**src/design/spt_pkg.sv**
```systemverilog
package spt_pkg;

   // access address width and stride width
   localparam int ADDR_W   = 64;
   localparam int STRIDE_W = 32;

   // index reduction works on the instruction address a few bits per cycle
   localparam int DIGIT_BITS  = 4;
   localparam int DIGIT_COUNT = ADDR_W / DIGIT_BITS;

   // entries in the queue between front and back
   localparam int QUEUE_DEPTH = 2;

   // confidence state of one table entry
   typedef enum logic [1:0] {
      CONF_INIT      = 2'd0,
      CONF_STEADY    = 2'd1,
      CONF_TRANSIENT = 2'd2,
      CONF_NOPRED    = 2'd3
   } conf_type;

   // back end sequencer states
   typedef enum logic [1:0] {
      BK_CLEAR,
      BK_IDLE,
      BK_LOOKUP,
      BK_RESOLVE
   } back_state_type;

   // one memory access as it travels from front to back
   typedef struct packed {
      logic [ADDR_W-1:0] pc;
      logic [ADDR_W-1:0] addr;
   } item_type;

   // one prediction table entry
   typedef struct packed {
      logic [ADDR_W-1:0]   tag;
      logic [ADDR_W-1:0]   last_addr;
      logic [STRIDE_W-1:0] stride;
      conf_type            conf;
   } entry_type;

   // sign extend a stride to address width
   function automatic logic [ADDR_W-1:0] sext_stride(input logic [STRIDE_W-1:0] s);
      return {{(ADDR_W - STRIDE_W){s[STRIDE_W-1]}}, s};
   endfunction

   // confidence step on a hit
   function automatic conf_type next_conf(input conf_type st, input logic ok);
      conf_type ns;
      ns = CONF_NOPRED;
      if (ok) begin
         ns = (st == CONF_NOPRED) ? CONF_TRANSIENT : CONF_STEADY;
      end else begin
         case (st)
            CONF_INIT:   ns = CONF_TRANSIENT;
            CONF_STEADY: ns = CONF_INIT;
            default:     ns = CONF_NOPRED;
         endcase
      end
      return ns;
   endfunction

endpackage

```
**src/design/spt_front.sv**
```systemverilog
module spt_front import spt_pkg::*; #(
   parameter int TABLE_ENTRIES = 256
) (
   input  logic                             clock,
   input  logic                             reset,
   input  logic                             req_valid,
   output logic                             req_stall,
   input  logic [ADDR_W-1:0]                req_access_pc,
   input  logic [ADDR_W-1:0]                req_access_address,
   input  logic                             clearing,
   output logic                             q_valid,
   output item_type                         q_item,
   output logic [$clog2(TABLE_ENTRIES)-1:0] q_idx,
   input  logic                             q_pop
);

   localparam int IDX_W  = $clog2(TABLE_ENTRIES);
   localparam int CNT_W  = $clog2(DIGIT_COUNT);
   localparam int QPTR_W = $clog2(QUEUE_DEPTH);
   localparam int QCNT_W = $clog2(QUEUE_DEPTH + 1);
   localparam bit IS_POW2 = ((TABLE_ENTRIES & (TABLE_ENTRIES - 1)) == 0);
   localparam logic [IDX_W:0]  MODULUS   = (IDX_W + 1)'(TABLE_ENTRIES);
   localparam logic [CNT_W-1:0] LAST_DIG = CNT_W'(DIGIT_COUNT - 1);
   localparam logic [QCNT_W-1:0] Q_FULL  = QCNT_W'(QUEUE_DEPTH);

   // classify stage: holds one transaction while its table index is formed
   logic               hold_valid_ff, hold_valid_in;
   logic               hold_done_ff, hold_done_in;
   item_type           hold_item_ff, hold_item_in;
   logic [IDX_W-1:0]   hold_rem_ff, hold_rem_in;
   logic [ADDR_W-1:0]  hold_sh_ff, hold_sh_in;
   logic [CNT_W-1:0]   hold_cnt_ff, hold_cnt_in;
   logic [IDX_W-1:0]   rem_step;
   logic               accept;
   logic               push;
   logic               q_full;

   // queue toward the back end
   item_type           q_item_ff [QUEUE_DEPTH];
   logic [IDX_W-1:0]   q_idx_ff  [QUEUE_DEPTH];
   logic [QPTR_W-1:0]  wr_ptr_ff, wr_ptr_in;
   logic [QPTR_W-1:0]  rd_ptr_ff, rd_ptr_in;
   logic [QCNT_W-1:0]  q_cnt_ff, q_cnt_in;

   // handshake
   assign q_full    = (q_cnt_ff == Q_FULL);
   assign push      = hold_valid_ff && hold_done_ff && !q_full;
   assign req_stall = clearing || (hold_valid_ff && !push);
   assign accept    = req_valid && !req_stall;

   // remainder step: DIGIT_BITS address bits folded in, modulo table size
   always_comb begin
      logic [IDX_W:0] r;
      r = {1'b0, hold_rem_ff};
      for (int k = 0; k < DIGIT_BITS; k++) begin
         r = {r[IDX_W-1:0], hold_sh_ff[ADDR_W-1-k]};
         if (r >= MODULUS) begin
            r = r - MODULUS;
         end
      end
      rem_step = r[IDX_W-1:0];
   end

   // classify stage next values
   always_comb begin
      hold_valid_in = hold_valid_ff;
      hold_done_in  = hold_done_ff;
      hold_item_in  = hold_item_ff;
      hold_rem_in   = hold_rem_ff;
      hold_sh_in    = hold_sh_ff;
      hold_cnt_in   = hold_cnt_ff;
      if (accept) begin
         hold_valid_in     = 1'b1;
         hold_item_in.pc   = req_access_pc;
         hold_item_in.addr = req_access_address;
         hold_sh_in        = req_access_pc;
         hold_cnt_in       = '0;
         if (IS_POW2) begin
            hold_rem_in  = req_access_pc[IDX_W-1:0];
            hold_done_in = 1'b1;
         end else begin
            hold_rem_in  = '0;
            hold_done_in = 1'b0;
         end
      end else if (push) begin
         hold_valid_in = 1'b0;
      end else if (hold_valid_ff && !hold_done_ff) begin
         hold_rem_in  = rem_step;
         hold_sh_in   = hold_sh_ff << DIGIT_BITS;
         hold_cnt_in  = hold_cnt_ff + 1'b1;
         hold_done_in = (hold_cnt_ff == LAST_DIG);
      end
   end

   always_ff @(posedge clock) begin
      if (reset) begin
         hold_valid_ff <= 1'b0;
         hold_done_ff  <= 1'b0;
      end else begin
         hold_valid_ff <= hold_valid_in;
         hold_done_ff  <= hold_done_in;
      end
   end

   always_ff @(posedge clock) begin
      hold_item_ff <= hold_item_in;
      hold_rem_ff  <= hold_rem_in;
      hold_sh_ff   <= hold_sh_in;
      hold_cnt_ff  <= hold_cnt_in;
   end

   // queue pointers and fill count
   always_comb begin
      wr_ptr_in = wr_ptr_ff;
      rd_ptr_in = rd_ptr_ff;
      q_cnt_in  = q_cnt_ff;
      if (push) begin
         wr_ptr_in = wr_ptr_ff + 1'b1;
      end
      if (q_pop) begin
         rd_ptr_in = rd_ptr_ff + 1'b1;
      end
      if (push && !q_pop) begin
         q_cnt_in = q_cnt_ff + 1'b1;
      end else if (!push && q_pop) begin
         q_cnt_in = q_cnt_ff - 1'b1;
      end
   end

   always_ff @(posedge clock) begin
      if (reset) begin
         wr_ptr_ff <= '0;
         rd_ptr_ff <= '0;
         q_cnt_ff  <= '0;
      end else begin
         wr_ptr_ff <= wr_ptr_in;
         rd_ptr_ff <= rd_ptr_in;
         q_cnt_ff  <= q_cnt_in;
      end
   end

   // queue storage
   always_ff @(posedge clock) begin
      if (push) begin
         q_item_ff[wr_ptr_ff] <= hold_item_ff;
         q_idx_ff[wr_ptr_ff]  <= hold_rem_ff;
      end
   end

   assign q_valid = (q_cnt_ff != '0);
   assign q_item  = q_item_ff[rd_ptr_ff];
   assign q_idx   = q_idx_ff[rd_ptr_ff];

endmodule

```
**config.mk**
```make
export PLATFORM = sky130hd
export DESIGN_NAME = spt_front
export DESIGN_NICKNAME = d
export VERILOG_FILES = /design/src/design/spt_pkg.sv /design/src/design/spt_front.sv
export SDC_FILE = /design/constraint.sdc
export NUM_CORES = 1
export LEC_CHECK = 0
export BUFFER_PORTS_ARGS = -buffer_cell sky130_fd_sc_hd__buf_2
export CAP_MARGIN = 25
export CORE_ASPECT_RATIO = 0.8
export CORE_MARGIN = 3
export CORE_UTILIZATION = 60
export DETAILED_ROUTE_END_ITERATION = 7
export GPL_ROUTABILITY_DRIVEN = 0
export MAX_ROUTING_LAYER = met4
export PLACE_DENSITY = 0.85
export SLEW_MARGIN = 20
export SYNTH_ARGS = -nofsm -noshare
export SYNTH_HDL_FRONTEND = slang
export SYNTH_SLANG_ARGS = --single-unit
export TNS_END_PERCENT = 20
```
**constraint.sdc**
```tcl
create_clock -name clock -period 16.95 [get_ports clock]
set_input_delay 1.695 -clock clock [delete_from_list [all_inputs] [get_ports clock]]
set_output_delay 1.695 -clock clock [all_outputs]
set_load 0.005 [all_outputs]
```
==> results.toml, run 1 <==
[synth]
synthDistinctLibCells = 33
ys_ff_latch = 483
synth_nets = 896
seq_area_frac_synth_pct = 83.5
ys_warn_count = 0
syn_area_per_cell_um2 = 22.6
synth_area_um2 = 17200
syn_inst = 761

[cts]
cts_max_path_buffers = 3
clkSlewWorstSetupHoldPaths_ns = 0.06
htreeDepth = 2
clock-sinks = 483
cts_tree = "built"
cts_buffers = 44
post_cts_buffers = 0
cts_hold_buf = 0
ctsResizeCount = 0
cts_root_buf = "clkbuf_16"
clk_latency_ns = 0.53

[timing]
report.final.slew_viol_count = 0
fin_ws_ns = 12.18
fmax_ghz = 0.209
tightest_slew_ns = 0.993
hold_viol_final = 0
hold_slack_ns = 0.435
fin_crit_sh_pct = 28.2
max_slew_margin_pct = 33.8
rsz0062_at_grt = "false"
tns_ns = 0
setup_violations = 0
period_needed_ns = 4.77
finClkSkew_ns = 0.0117

[power_and_ir_drop]
peakVddDrop_mv = 0.144
leakagePower_uw = 0.00719
power.total_uw = 2450
power.density_nw_per_um2 = 121

[die]
core_area_um2 = 27800
start_util_pct = 62.0
die_w_um = 195
die_area_um2 = 30800
num_rows = 54
die_h_um = 158
ios = 271

[setup_path]
critPathCapture = "q_item[118]"
path_depth = 3
path_buf_inv = 2
timing.rr.start = "q_cnt_ff[0]"
max_stage_delay_ns = 0.93
criticalPathCategory = "reg2out"
reg2reg_setup_slack_ns = 13.47
slowest_stage = "dfxtp_4"
end_kind = "output pin"
ff2ff_path_depth = 5
worstReg2RegEnd = "q_item_ff[0][97]"
cp_max_fo = 69
cpLargestDelayFamily = "buffers and inverters"
cp_data_arrival_time_ns = 3.08
path_cells = "buf_4, mux2_2, buf_2"
required_ns = 15.25
start_kind = "flip-flop"

[outcome]
status = "finished, final reports clean"

[final_layout]
final_util_pct = 73.2
synthToLayoutAreaGrowth_pct = 17.9
fin_nets = 1196
drive_gt1_share_pct = 50.7

[route]
drc = 0
num_vias = 7991
vias_per_cell = 5.44
routedWlPerCell_um = 21.7
drt-total-wl_mm = 31.8
postRouteAntennaNets = 0
dr.pass1.iters = 5
detail_route.iter0.violations = 446

[global_routing]
grt.total_usage_pct = 21.1
antenna_found_initial = 7
grt_max_degree = 82
overflow = 0
grt_pass1_wl_mm = 47.7
grt_pass1_vias = 8297

[place]
place_ws_ns = 12.69
dpl.hpwl_mm = 20.1
portBuffers = 270

[min_path]
hold_path_class = "reg2reg"

[run]
drv_cap = 0
-- power breakdown --
group | switching [uW] | internal, uW | leakage, uW
clock | 406 | 515 | 0.000669
combinational | 68.7 | 72.1 | 0.00210
sequential | 23.9 | 1360 | 0.00442
-- logic make-up (layout without fill, tap and decap cells) --
| kind of cell | count (synthesis) | count (layout) | share of synthesized area, % |
|---|---|---|---|
| simple gates | 30 | 30 | 1.07 |
| mux | 206 | 206 | 13.6 |
| compound gates | 8 | 8 | 0.298 |
| xor+xnor | 5 | 5 | 0.254 |
| flops | 483 | 483 | 83.5 |
| fa+ha+maj | 2 | 2 | 0.145 |
| buf+inv | 27 | 361 | 1.13 |
| other cells | 0 | 10 | 0 |
-- state kept, by name, summed over array words and instances, names as in the netlist, 2 cells and up, named ones only --
name and cells:
hold_cnt_ff 4, q_item_ff 256, hold_sh_ff 64, q_cnt_ff 2, q_idx_ff 16, hold_item_ff 128
hold_rem_ff 8
-- metrics by stage --
| step | cell area (um2) | cells |
|---|---|---|
| after CTS | 20300 | 1459 |
| after detailed placement | 19000 | 1379 |
| after floorplan | 17200 | 761 |
| after global routing | 20300 | 1465 |
| final | 20300 | 1469 |
| after global placement | 18900 | 1378 |
-- per-layer routing --
layer | track usage, % | wire length, um | up-vias
li1 | - | - | 3636
met2 | 32.6 | 15100 | 306
met5 | - | 0 | -
met1 | 28.8 | 13100 | 4002
met3 | 5.56 | 3020 | 47
met4 | 5.16 | 580 | 0
-- how the worst min path moves through the flow --
stage | slack (ns) | cells past startpoint | endpoint | start
2_1_floorplan | 0.42 | 0 | q_idx_ff[0][4] | hold_rem_ff[4]
3_3_place_gp | 0.42 | 0 | q_item_ff[1][37] | hold_item_ff[37]
3_5_place_dp | 0.43 | 0 | q_item_ff[1][102] | hold_item_ff[102]
4_1_cts | 0.44 | 0 | q_item_ff[0][112] | hold_item_ff[112]
5_1_grt | 0.45 | 0 | q_item_ff[0][22] | hold_item_ff[22]
6_report | 0.43 | 0 | q_item_ff[0][112] | hold_item_ff[112]
-- final cells by class --
type                    count  area (um2)
inverters                   3        16.3
repair buffers            278        1430
well taps                 364         455
clock inverters            30         191
clock buffers              50        1140
flip-flops and latches    483       14400
multi-input cells         251        2660
diodes                     10        25.0
fillers                  1596        7450
-- synth_stat cells --
cell type | instances | share of area, %
nor2_1 | 8 | 0.17
buf_2 | 15 | 0.44
xnor2_1 | 1 | 0.051
o22ai_1 | 1 | 0.036
mux2i_1 | 1 | 0.058
nor2b_1 | 2 | 0.073
and4_1 | 1 | 0.051
and2b_2 | 1 | 0.051
buf_4 | 1 | 0.044
nand2_1 | 2 | 0.044
and3_1 | 1 | 0.036
clkbuf_8 | 7 | 0.56
inv_1 | 3 | 0.065
or2_2 | 1 | 0.036
nand3b_1 | 2 | 0.087
dfxtp_1 | 11 | 1.3
o21ai_0 | 1 | 0.029
a211o_1 | 1 | 0.051
a21o_2 | 1 | 0.051
a211oi_1 | 1 | 0.044
a21oi_1 | 3 | 0.087
nand2b_1 | 3 | 0.11
nand3_4 | 1 | 0.10
ha_1 | 2 | 0.15
mux2_4 | 5 | 0.44
and3_2 | 1 | 0.044
xor2_1 | 4 | 0.20
edfxtp_1 | 472 | 82
nor3b_1 | 1 | 0.044
mux2_2 | 200 | 13
clkbuf_1 | 1 | 0.022
or3_1 | 1 | 0.036
and2_1 | 5 | 0.18
-- cells in the final DEF, fill, tap and decap left out, drive strengths merged, types with 2 or more instances in the layout --
master,instances
edfxtp,472
buf,278
mux2,205
clkbuf,50
clkinv,27
dfxtp,11
diode,10
nor2,8
and2,5
xor2,4
inv,4
nand2b,3
a21oi,3
nand3b,2
ha,2
bufinv,2
and3,2
nand2,2
nor2b,2
(Power assumes the default switching activity.)
==> run 2: changes to the inputs <==
CORE_UTILIZATION = 51   (was 60)
PLACE_DENSITY = 0.77   (was 0.85)
clock period = 4.32 ns   (was 16.95 ns; I/O delays follow)
==> run 2 against run 1 <==
Register-to-register slack lost 12 ns; sequential share of layout area shrank 0.74 points; die area up 17%; worst setup slack got worse by 11 ns; hold slack worse by 0.38 ns; count of clock-buffer cells in the layout is 7 higher; clock skew is 0.0026 ns higher; non-clock buffer count up 1; sequential power grew to 3.9 times the previous value; cell area is 1.1% higher; via count is 0.25% lower; critical path type unchanged; critical endpoint is now q_item[109]; highest routed layer unchanged.
==> results.toml, run 2 (synthesis gave the netlist of run 1 again) <==
[setup_path]
required_ns = 3.89
max_stage_delay_ns = 0.93
end_kind = "output pin"
cp_data_arrival_time_ns = 2.56
cp_max_fo = 58
path_cells = "buf_4, mux2_2, buf_2"
cpLargestDelayFamily = "flip-flops"
slowest_stage = "dfxtp_4"
criticalPathCategory = "reg2out"
reg2reg_setup_slack_ns = 1.73
start_kind = "flip-flop"
path_buf_inv = 2

[global_routing]
grt_max_degree = 137
grt_pass1_vias = 8134
overflow = 0
antenna_found_initial = 4
grt_pass1_wl_mm = 47.2
grt.total_usage_pct = 17.9

[place]
dpl.hpwl_mm = 20.1
portBuffers = 270
place_ws_ns = 1.71

[min_path]
hold_path_class = "in2reg"

[cts]
htreeDepth = 2
cts_root_buf = "clkbuf_16"
cts_tree = "built"
cts_buffers = 45
clock-sinks = 483
clk_latency_ns = 0.55
ctsResizeCount = 0
post_cts_buffers = 0
clkSlewWorstSetupHoldPaths_ns = 0.06
cts_max_path_buffers = 3
cts_hold_buf = 0

[final_layout]
top_register = "q_item_ff"
reg_top3 = "q_item_ff: 256 flops, hold_item_ff: 128 flops, hold_sh_ff: 64 flops"
synthToLayoutAreaGrowth_pct = 19.2
final_common_cell = "edfxtp_1"
layout_common_cells = "edfxtp_1, buf_2, mux2_2"
drive_gt1_share_pct = 51.0
largest_reg_flops = 256
final_util_pct = 62.4
fin_nets = 1198

[die]
die_area_um2 = 36000
core_area_um2 = 32900
num_rows = 59
die_h_um = 170
die_w_um = 211
start_util_pct = 52.3
ios = 271

[power_and_ir_drop]
leakagePower_uw = 0.00724
power.density_nw_per_um2 = 479
p_int_uw = 7850
clkPwrFrac_pct = 39.0
combPwrFrac_pct = 5.7
p_sw_share_pct = 20.2
seqPwrFrac_pct = 55.3
p_switching_uw = 1990
peakVddDrop_mv = 0.378

[timing]
period_needed_ns = 2.99
hold_viol_final = 0
fin_ws_ns = 1.33
fin_crit_sh_pct = 69.2
max_slew_margin_pct = 35.8
tightest_slew_ns = 0.963
report.final.slew_viol_count = 0
finClkSkew_ns = 0.0142
setup_violations = 0
fmax_ghz = 0.335
rsz0062_at_grt = "false"

[outcome]
status = "finished, final reports clean"

[route]
detail_route.iter0.violations = 543
postRouteAntennaNets = 0
dr.pass1.iters = 5
routedWlPerCell_um = 20.9
drc = 0
drt-total-wl_mm = 32.0
vias_per_cell = 5.21
num_vias = 7971

[run]
drv_cap = 0
## run 2: worst paths after layout
check,startpoint,to,depth (start not counted)
worst max-delay path,flip-flop,q_item[109],3
worst min register to register,hold_item_ff[55],q_item_ff[1][55],0
worst max register to register,hold_done_ff,hold_item_ff[26],4
worst min-delay path,req_access_address[19],hold_item_ff[19],1
## run 2: cell type report
type | count | area, um2
Clock inverter | 25 | 233
Tap cell | 427 | 534
Multi-Input combinational cell | 251 | 2660
Sequential cell | 483 | 14400
Clock buffer | 57 | 1200
Antenna cell | 5 | 12.5
Timing Repair Buffer | 279 | 1480
Inverter | 3 | 16.3
Fill cell | 2326 | 12400
## run 2: through the flow
step | total power, uW | instances | setup TNS [ns] | hold WS [ns] | area, um2
after CTS | 9960 | 1525 | 0 | 0.0131 | 20500
after global routing | 10200 | 1529 | 0 | 0.0209 | 20500
final | 9840 | 1530 | 0 | 0.0525 | 20500
after detailed placement | 6110 | 1443 | 0 | 0.430 | 19100
after global placement | 6090 | 1443 | 0 | 0.422 | 19100
after floorplan | 5860 | 761 | -3.78 | 0.421 | 17200
## run 2: layer usage
metal  GRT usage [%]  part of all wire (%)
met1            23.8                    43
met2            27.8                    47
met3            4.74                   8.1
met4            4.63                   1.8
met5               -                     0
## run 2: worst register-to-register path, delay by kind of cell, from the launching register on
family	cells	cell delay (ns)
simple gates	2	0.82
flops	1	0.39
buf+inv	2	1.00
## run 2: power by group through the flow
stage / Clock [uW] / Combinational [uW] / Sequential [uW]
floorplan: 0 / 356 / 5500
global placement: 0 / 558 / 5530
detailed placement: 0 / 569 / 5540
CTS: 3950 / 573 / 5440
global route: 4120 / 614 / 5460
finish: 3840 / 561 / 5440
